===== src/hw/rtl/akrt_pkg.sv =====
// ----------------------------------------------------------------------------
// akrt_pkg: shared types and constants for the analog key rapid trigger
// Key table layout, request formats, command codes and field widths.
// ----------------------------------------------------------------------------
package akrt_pkg;

  localparam int NUM_KEYS    = 16;
  localparam int SAMPLE_BITS = 16;

  localparam int KEY_W      = 4;
  localparam int VAL_W      = 16;
  localparam int HYST_W     = 12;
  localparam int MEM_DEPTH  = 1 << KEY_W;
  localparam int CFG_ADDR_W = 3;
  localparam int CFG_DATA_W = 32;
  localparam int IN_DATA_W  = 56;
  localparam int OUT_DATA_W = 24;

  localparam logic [HYST_W-1:0] HYST_RESET = HYST_W'(10);
  localparam logic [VAL_W-1:0]  VAL_MASK   = VAL_W'((1 << SAMPLE_BITS) - 1);

  // Register index, taken from paddr[2].
  localparam logic REG_HYST = 1'b0;

  typedef enum logic {
    CMD_SAMPLE = 1'b0,
    CMD_SET    = 1'b1
  } cmd_t;

  typedef struct packed {
    logic             pressed;
    logic [VAL_W-1:0] low;
    logic [VAL_W-1:0] rapid;
    logic [VAL_W-1:0] trigger;
  } entry_t;

  typedef struct packed {
    cmd_t             cmd;
    logic [KEY_W-1:0] key;
    logic [VAL_W-1:0] sample;
    logic [VAL_W-1:0] trig;
    logic [VAL_W-1:0] rapid;
  } item_t;

  typedef struct packed {
    logic             rd_en;
    logic [KEY_W-1:0] rd_key;
    logic             wr_en;
    logic [KEY_W-1:0] wr_key;
    entry_t           wr_data;
  } mem_req_t;

endpackage


===== src/hw/rtl/akrt_cfg.sv =====
// ----------------------------------------------------------------------------
// akrt_cfg: configuration register file
// APB-style slave holding the hysteresis register.
// ----------------------------------------------------------------------------
module akrt_cfg (
  input  logic                           clk,
  input  logic                           rst_n,
  input  logic                           psel,
  input  logic                           penable,
  input  logic                           pwrite,
  input  logic [akrt_pkg::CFG_ADDR_W-1:0] paddr,
  input  logic [akrt_pkg::CFG_DATA_W-1:0] pwdata,
  output logic [akrt_pkg::CFG_DATA_W-1:0] prdata,
  output logic                           pready,
  output logic [akrt_pkg::HYST_W-1:0]     hyst
);
  import akrt_pkg::*;

  logic [HYST_W-1:0] hyst_r;
  logic [HYST_W-1:0] hyst_nxt;
  logic              hit;

  assign hit    = (paddr[2] == REG_HYST);
  assign pready = 1'b1;
  assign hyst   = hyst_r;
  assign prdata = hit ? CFG_DATA_W'(hyst_r) : '0;

  always_comb begin
    hyst_nxt = hyst_r;
    if (psel && penable && pwrite && pready && hit) begin
      hyst_nxt = pwdata[HYST_W-1:0];
    end
  end

  always_ff @(posedge clk) begin
    if (!rst_n) begin
      hyst_r <= HYST_RESET;
    end else begin
      hyst_r <= hyst_nxt;
    end
  end

endmodule


===== src/hw/rtl/akrt_mem.sv =====
// ----------------------------------------------------------------------------
// akrt_mem: per-key state memory
// Synchronous RAM with one read and one write port, read data registered.
// Per-entry valid bits make unwritten keys read as all zero after reset.
// ----------------------------------------------------------------------------
module akrt_mem (
  input  logic               clk,
  input  logic               rst_n,
  input  akrt_pkg::mem_req_t req,
  output akrt_pkg::entry_t   rd_data
);
  import akrt_pkg::*;

  entry_t                 mem [MEM_DEPTH];
  logic [MEM_DEPTH-1:0]   valid_r;
  logic [MEM_DEPTH-1:0]   valid_nxt;
  entry_t                 rd_entry_r;
  logic                   rd_valid_r;

  always_ff @(posedge clk) begin
    if (req.wr_en) begin
      mem[req.wr_key] <= req.wr_data;
    end
    if (req.rd_en) begin
      rd_entry_r <= mem[req.rd_key];
    end
  end

  always_comb begin
    valid_nxt = valid_r;
    if (req.wr_en) begin
      valid_nxt[req.wr_key] = 1'b1;
    end
  end

  always_ff @(posedge clk) begin
    if (!rst_n) begin
      valid_r    <= '0;
      rd_valid_r <= 1'b0;
    end else begin
      valid_r <= valid_nxt;
      if (req.rd_en) begin
        rd_valid_r <= valid_r[req.rd_key];
      end
    end
  end

  assign rd_data = rd_valid_r ? rd_entry_r : '0;

endmodule


===== src/hw/rtl/akrt_eval.sv =====
// ----------------------------------------------------------------------------
// akrt_eval: key update logic
// Computes a key's new state from its stored entry and one request.
// ----------------------------------------------------------------------------
module akrt_eval (
  input  akrt_pkg::item_t             item,
  input  akrt_pkg::entry_t            entry_in,
  input  logic [akrt_pkg::HYST_W-1:0] hyst,
  output akrt_pkg::entry_t            entry_out,
  output logic                        key_ok
);
  import akrt_pkg::*;

  logic [VAL_W-1:0] val;
  logic [VAL_W-1:0] trig;
  logic [VAL_W-1:0] rapid;
  logic [VAL_W:0]   val_h;
  logic [VAL_W+1:0] rel_lim;
  logic             in_region;
  logic             new_low;
  logic             release_hit;
  logic [VAL_W-1:0] mark;

  assign val   = item.sample & VAL_MASK;
  assign trig  = item.trig & VAL_MASK;
  assign rapid = item.rapid & VAL_MASK;

  assign key_ok = (int'(item.key) < NUM_KEYS);

  // Comparisons against (level - hysteresis) are done by moving the
  // hysteresis to the sample side, so nothing goes negative.
  assign val_h     = {1'b0, val} + {{(VAL_W + 1 - HYST_W){1'b0}}, hyst};
  assign in_region = (val_h < {1'b0, entry_in.trigger});
  assign new_low   = (val_h < {1'b0, entry_in.low});
  assign rel_lim   = {2'b0, entry_in.low} + {{(VAL_W + 2 - HYST_W){1'b0}}, hyst}
                   + {2'b0, entry_in.rapid};
  assign release_hit = ({2'b0, val} > rel_lim);
  assign mark      = (val >= entry_in.rapid) ? (val - entry_in.rapid) : '0;

  always_comb begin
    entry_out = entry_in;
    case (item.cmd)
      CMD_SET: begin
        entry_out.trigger = trig;
        entry_out.rapid   = rapid;
        entry_out.low     = trig;
        entry_out.pressed = 1'b0;
      end
      CMD_SAMPLE: begin
        if (entry_in.trigger != '0) begin
          if (in_region) begin
            if (new_low) begin
              entry_out.low     = val;
              entry_out.pressed = 1'b1;
            end else if (release_hit) begin
              entry_out.low     = mark;
              entry_out.pressed = 1'b0;
            end
          end else begin
            entry_out.pressed = 1'b0;
          end
        end
      end
      default: begin
        entry_out = entry_in;
      end
    endcase
  end

endmodule


===== src/hw/rtl/analog_key_rapid_trigger.sv =====
// ----------------------------------------------------------------------------
// analog_key_rapid_trigger: per-key actuation for analog keyswitches
// Rapid-trigger press/release tracking for up to sixteen hall effect keys.
// ----------------------------------------------------------------------------
//
//   Channel  Dir  Signals                        Contents
//   in_      in   tvalid/tready/tdata/tuser      set or sample request
//   out_     out  tvalid/tready/tdata            key, pressed flag, low mark
//   cfg_     in   psel/penable/pwrite/paddr/...  hysteresis register
//
// One request is taken per clock cycle unless a stalled output holds the
// input back. Its key's entry is read from the state memory at the accepting
// edge and updated in the cycle that follows. The updated entry is written
// back at the edge where the update stage advances, the same edge that loads
// the output register. Back-to-back requests to the same key are
// served by forwarding the entry that was just written, since the memory
// returns the old contents on a read that coincides with a write.
// Reset is synchronous and clears the per-key valid bits at once, so every
// key reads as disabled with no clearing pass. A stalled output holds the
// result and the request behind it; input ready drops only while both are full.
//
module analog_key_rapid_trigger (
  input  logic                           clk,
  input  logic                           rst_n,
  // Input requests.
  input  logic                           in_tvalid,
  output logic                           in_tready,
  // tdata, from bit 0: key[3:0], sample[19:4], trigger_level[35:20],
  // release_dist[51:36], zero fill[55:52].
  input  logic [akrt_pkg::IN_DATA_W-1:0]  in_tdata,
  // tuser: cmd (0 = sample, 1 = load key settings).
  input  logic                           in_tuser,
  // Results.
  output logic                           out_tvalid,
  input  logic                           out_tready,
  // tdata, from bit 0: key_out[3:0], pressed[4], low_mark[20:5],
  // zero fill[23:21].
  output logic [akrt_pkg::OUT_DATA_W-1:0] out_tdata,
  // Configuration.
  input  logic                           cfg_psel,
  input  logic                           cfg_penable,
  input  logic                           cfg_pwrite,
  input  logic [akrt_pkg::CFG_ADDR_W-1:0] cfg_paddr,
  input  logic [akrt_pkg::CFG_DATA_W-1:0] cfg_pwdata,
  output logic [akrt_pkg::CFG_DATA_W-1:0] cfg_prdata,
  output logic                           cfg_pready
);
  import akrt_pkg::*;

  logic [HYST_W-1:0] hyst;
  item_t             in_item;
  logic              in_acc;

  // Update stage.
  logic              s1_valid_r;
  logic              s1_valid_nxt;
  item_t             s1_item_r;
  logic              s1_fire;

  // Forwarding of the last written entry.
  logic              fwd_valid_r;
  logic [KEY_W-1:0]  fwd_key_r;
  entry_t            fwd_entry_r;

  // Output register.
  logic              out_valid_r;
  logic              out_valid_nxt;
  logic [KEY_W-1:0]  out_key_r;
  logic              out_pressed_r;
  logic [VAL_W-1:0]  out_low_r;

  mem_req_t          mem_req;
  entry_t            mem_rd;
  entry_t            entry_in;
  entry_t            entry_out;
  logic              key_ok;

  akrt_cfg u_cfg (
    .clk     (clk),
    .rst_n   (rst_n),
    .psel    (cfg_psel),
    .penable (cfg_penable),
    .pwrite  (cfg_pwrite),
    .paddr   (cfg_paddr),
    .pwdata  (cfg_pwdata),
    .prdata  (cfg_prdata),
    .pready  (cfg_pready),
    .hyst    (hyst)
  );

  assign in_item.cmd    = cmd_t'(in_tuser);
  assign in_item.key    = in_tdata[3:0];
  assign in_item.sample = in_tdata[19:4];
  assign in_item.trig   = in_tdata[35:20];
  assign in_item.rapid  = in_tdata[51:36];

  // The update stage advances whenever the output register is free or drains.
  assign s1_fire   = s1_valid_r && (!out_valid_r || out_tready);
  assign in_tready = !s1_valid_r || s1_fire;
  assign in_acc    = in_tvalid && in_tready;

  // A key written at the edge where this request's read happened comes from
  // the forwarding register instead of the memory.
  assign entry_in = (fwd_valid_r && (fwd_key_r == s1_item_r.key)) ? fwd_entry_r : mem_rd;

  akrt_eval u_eval (
    .item      (s1_item_r),
    .entry_in  (entry_in),
    .hyst      (hyst),
    .entry_out (entry_out),
    .key_ok    (key_ok)
  );

  assign mem_req.rd_en   = in_acc;
  assign mem_req.rd_key  = in_item.key;
  assign mem_req.wr_en   = s1_fire && key_ok;
  assign mem_req.wr_key  = s1_item_r.key;
  assign mem_req.wr_data = entry_out;

  akrt_mem u_mem (
    .clk     (clk),
    .rst_n   (rst_n),
    .req     (mem_req),
    .rd_data (mem_rd)
  );

  always_comb begin
    s1_valid_nxt = s1_valid_r;
    if (in_acc) begin
      s1_valid_nxt = 1'b1;
    end else if (s1_fire) begin
      s1_valid_nxt = 1'b0;
    end

    out_valid_nxt = out_valid_r;
    if (s1_fire) begin
      out_valid_nxt = 1'b1;
    end else if (out_tready) begin
      out_valid_nxt = 1'b0;
    end
  end

  always_ff @(posedge clk) begin
    if (!rst_n) begin
      s1_valid_r  <= 1'b0;
      out_valid_r <= 1'b0;
      fwd_valid_r <= 1'b0;
    end else begin
      s1_valid_r  <= s1_valid_nxt;
      out_valid_r <= out_valid_nxt;
      if (mem_req.wr_en) begin
        fwd_valid_r <= 1'b1;
      end
    end
  end

  always_ff @(posedge clk) begin
    if (in_acc) begin
      s1_item_r <= in_item;
    end
    if (mem_req.wr_en) begin
      fwd_key_r   <= mem_req.wr_key;
      fwd_entry_r <= entry_out;
    end
    if (s1_fire) begin
      out_key_r     <= s1_item_r.key;
      out_pressed_r <= key_ok ? entry_out.pressed : 1'b0;
      out_low_r     <= key_ok ? entry_out.low : '0;
    end
  end

  assign out_tvalid = out_valid_r;
  assign out_tdata  = {{(OUT_DATA_W - VAL_W - 1 - KEY_W){1'b0}},
                       out_low_r, out_pressed_r, out_key_r};

endmodule

===== config.mk =====
export PLATFORM = sky130hd
export DESIGN_NAME = analog_key_rapid_trigger
export DESIGN_NICKNAME = d
export VERILOG_FILES = /design/src/hw/rtl/akrt_pkg.sv /design/src/hw/rtl/akrt_cfg.sv /design/src/hw/rtl/akrt_mem.sv /design/src/hw/rtl/akrt_eval.sv /design/src/hw/rtl/analog_key_rapid_trigger.sv
export SDC_FILE = /design/constraint.sdc
export NUM_CORES = 1
export LEC_CHECK = 0
export BUFFER_PORTS_ARGS = -buffer_cell sky130_fd_sc_hd__buf_4
export CORE_ASPECT_RATIO = 0.75
export CORE_UTILIZATION = 45
export DETAILED_ROUTE_END_ITERATION = 8
export PLACE_DENSITY = 0.73
export SKIP_CTS_REPAIR_TIMING = 1
export SLEW_MARGIN = 20
export SYNTH_ARGS = -nofsm -noshare
export SYNTH_HDL_FRONTEND = slang
export SYNTH_SLANG_ARGS = --single-unit

===== constraint.sdc =====
create_clock -name clk -period 17.4 [get_ports clk]
set_clock_uncertainty 0.1 [all_clocks]
set_input_delay 1.74 -clock clk [delete_from_list [all_inputs] [get_ports clk]]
set_output_delay 1.74 -clock clk [all_outputs]
set_load 0.02 [all_outputs]

==> impl_metrics.csv <==
group,metric,value,unit
power_and_ir_drop,maximum_ir_drop_on_the_vdd_rail,85.6,uV
place,placement.setup.worst_slack,7390,ps
cells_and_area,utilization,51.6,%
routing,wl,104,mm
clock_network,clock_sink_total,971,
setup_path,max_stage_delay,940,ps
hold_path,timing.hold.worst_path_depth,1,
setup_path,crit_fanout,43,
routing,detailroute.via_count,22396,
die,placeableCoreArea,90200,um2
die,io-pin-count,158,
setup_path,cp_slowest_cell,"sky130_fd_sc_hd__a311oi_2",
synthesis,synthFlopType,"sky130_fd_sc_hd__edfxtp_1",
synthesis,yosysSeqAreaShare,69.9,%
cells_and_area,drive_above_1_share,25.1,%
hold_path,min_to,"u_mem.valid_r[3]$_SDFFE_PN0P_",
sta,period_utilization_post_route,57.8,%
die,floorplan.die_area,92900,um2
sta,setup_total_negative_slack,0,ps
synthesis,synth.ff_latch_count,971,
place,place.gp.congestion,0.963,
clock_network,tritoncts.num_buffers,89,
place,dpl-instance-area,43600,um2
setup_path,crit-reg2reg-launch,"mem_req[50]$_DFFE_PP_",
clock_network,clock_insertion_delay_worst_skew,690,ps
synthesis,synthMostInstantiatedCell,"sky130_fd_sc_hd__edfxtp_1",
setup_path,setup.reg_to_reg.worst_slack,7350,ps
sta,setup_viol,0,
synthesis,synth-async-reset-ratio,0,%
hold_path,worst_hold_path_type,"reg -> reg",
clock_network,ctsLongestPathBuffers,3,
sta,timing.max_slew.rel_slack,24.4,%
hold_path,startpoint_of_the_tightest_hold_check_path,"u_mem.valid_r[3]$_SDFFE_PN0P_",
synthesis,synth_largest_area_cell,"sky130_fd_sc_hd__edfxtp_1",
power_and_ir_drop,leakage,0.0157,uW
synthesis,yosys.cell_types.count,74,
routing,remaining_drc_errors,0,
sta,finalHoldViolations,0,
synthesis,synthTopCellsByCount,"939 x sky130_fd_sc_hd__edfxtp_1, 250 x sky130_fd_sc_hd__mux4_2, 114 x sky130_fd_sc_hd__nand2_1",
global_route,initial_antenna_violation_count,6,
synthesis,synth_enable_flop_cells,939,
global_route,grt_first_pass_wirelength,149,mm
routing,detail_route.wl_per_cell,28.3,um
die,dieHeight,264,um
setup_path,crit_path_end_kind,"flip-flop",
die,fp-row-count,95,
setup_path,startpoint_type,"flip-flop",
synthesis,syn_inst,2252,
setup_path,crit_required,17610,ps
global_route,first_global_vias,22230,
outcome,result_of_the_run,"finished, final reports clean",
setup_path,critical_path.most_common_cell,"sky130_fd_sc_hd__a21oi_1",
clock_network,cts_htree_levels,3,
die,initial_utilization,45.7,%
clock_network,cts_tree,"done",
sta,final_worst_setup_slack,7350,ps
sta,tightest_slew,1130,ps
power_and_ir_drop,power_density_of_the_placed_cells,104,nW/um2
cells_and_area,area.growth.synth_to_final,12.8,%
sta,fin_crit,10050,ps
die,die_x,352,um
run,max_cap_viol_count,0,
global_route,globalRouteOverflowTotal,0,
setup_path,length_in_cells_of_the_worst_reg_to_reg_path,31,
synthesis,post-synth-top-area-fraction,68.4,%
setup_path,critical_path_arrival,10260,ps
sta,max_freq,99.5,MHz
sta,slew_viol_final,0,
setup_path,worst-setup-path-type,"reg -> reg",
power_and_ir_drop,total_power,4850,uW
clock_network,clk_root_buffer_cell,"sky130_fd_sc_hd__clkbuf_16",
synthesis,avgSynthCellArea,18.3,um2
synthesis,post_synth_main_area_contributors,"sky130_fd_sc_hd__edfxtp_1 68%, sky130_fd_sc_hd__mux4_2 14%, sky130_fd_sc_hd__ha_1 3.2%",
routing,detail-route-antenna-nets,0,
routing,initialDrtViolationCount,3060,
cells_and_area,final_area,46500,um2
sta,grt_setup_unrepaired,"no",
synthesis,yosys_warnings,0,
place,place_hpwl,62.1,mm
place,numPortBuffers,107,
synthesis,synthesis.area,41300,um2
cells_and_area,final_nets,2605,
routing,drt_pre_antenna_iters,5,
global_route,largest_net_degree_at_the_start_of_global_routing,96,
setup_path,timing.rr.end,"u_mem.mem[6][41]$_DFFE_PP_",
global_route,grt.total_usage,22.6,%
clock_network,cts.reportedPaths.clkPinSlew,70,ps
routing,vias_per_cell,6.07,
## cells in the final DEF, fill, tap and decap left out, types with 26 or more instances in the layout
cell type	count
sky130_fd_sc_hd__edfxtp_1	939
sky130_fd_sc_hd__buf_4	155
sky130_fd_sc_hd__xnor2_1	33
sky130_fd_sc_hd__ha_1	105
sky130_fd_sc_hd__clkbuf_16	91
sky130_fd_sc_hd__dfxtp_1	31
sky130_fd_sc_hd__o21a_1	30
sky130_fd_sc_hd__nor2_1	53
sky130_fd_sc_hd__nand2_1	113
sky130_fd_sc_hd__a21oi_1	95
sky130_fd_sc_hd__inv_1	48
sky130_fd_sc_hd__mux4_2	250
sky130_fd_sc_hd__clkinv_1	26
sky130_fd_sc_hd__nand3_1	47
sky130_fd_sc_hd__and3_1	36
sky130_fd_sc_hd__o21ai_0	38
## kinds of logic (layout without fill, tap and decap cells)
family	Yosys count	after routing	share of synthesized area (%)
buffers and inverters	182	381	2.10
other	2	26	0.0182
AO/OA/AOI/OAI	293	293	4.68
multiplexers	279	279	14.4
adder cells (fa/ha/maj)	109	109	3.38
flip-flops	971	971	69.9
AND/OR/NAND/NOR	360	360	4.28
XOR/XNOR	56	56	1.21
## sequential cells by signal, indices dropped and copies added, names as in the netlist
signal,flops
out_tvalid,1
u_mem.mem,784
s1_valid_r,1
out_pressed_r,1
fwd_entry_r,32
u_cfg.hyst,12
u_mem.rd_valid_r,1
mem_req,4
u_mem.rd_entry_r,49
s1_item_r,49
out_low_r,16
fwd_valid_r,1
out_key_r,4
u_mem.valid_r,16
## power by group
group          total (uW)  internal [uW]  switching, uW
Combinational         320            127            193
Sequential           2640           2620           23.7
Clock                1890           1020            868
## per-stage QoR
step	std cells	hold slack, ps
6_report	3687	362
5_1_grt	3686	394
4_1_cts	3682	368
3_5_place_dp	3515	352
3_3_place_gp	3513	341
2_1_floorplan	2274	321
## worst max path at each step
stage                           from  depth (start not counted)                          end  slack (ps)
2_1_floorplan             out_tready                          5   u_mem.mem[12][0]$_DFFE_PP_        9960
3_3_place_gp   mem_req[50]$_DFFE_PP_                         31  u_mem.mem[10][35]$_DFFE_PP_        7570
3_5_place_dp   mem_req[50]$_DFFE_PP_                         31  u_mem.mem[13][44]$_DFFE_PP_        7390
4_1_cts        mem_req[50]$_DFFE_PP_                         31  u_mem.mem[13][44]$_DFFE_PP_        7320
5_1_grt        mem_req[50]$_DFFE_PP_                         31   u_mem.mem[6][41]$_DFFE_PP_        6820
6_report       mem_req[50]$_DFFE_PP_                         31   u_mem.mem[6][41]$_DFFE_PP_        7350
## worst max-delay path, delay by kind of cell (launching register included)
kind | cells | cell delay [ps]
AND/OR/NAND/NOR | 12 | 2510
buffers and inverters | 2 | 540
flip-flops | 1 | 540
XOR/XNOR | 3 | 1120
adder cells (fa/ha/maj) | 3 | 1000
AO/OA/AOI/OAI | 11 | 3820
## metal layers
metal / GRT usage, % / routed length (um) / vias up
li1: - / - / 9360
met1: 33.0 / 42600 / 11588
met2: 32.2 / 45200 / 1279
met3: 7.84 / 14100 / 165
met4: 5.91 / 2340 / 4
met5: 0 / 23 / -
## cell type report
class                   instances  area, um2
multi-input cells            1121      11900
fillers                      6997      43700
flip-flops and latches        971      28800
diodes                          2       5.00
inverters                      51        191
well taps                    1212       1520
clock inverters                58        449
clock buffers                 109       2360
repair buffers                163       1270
(Power assumes the default switching activity.)
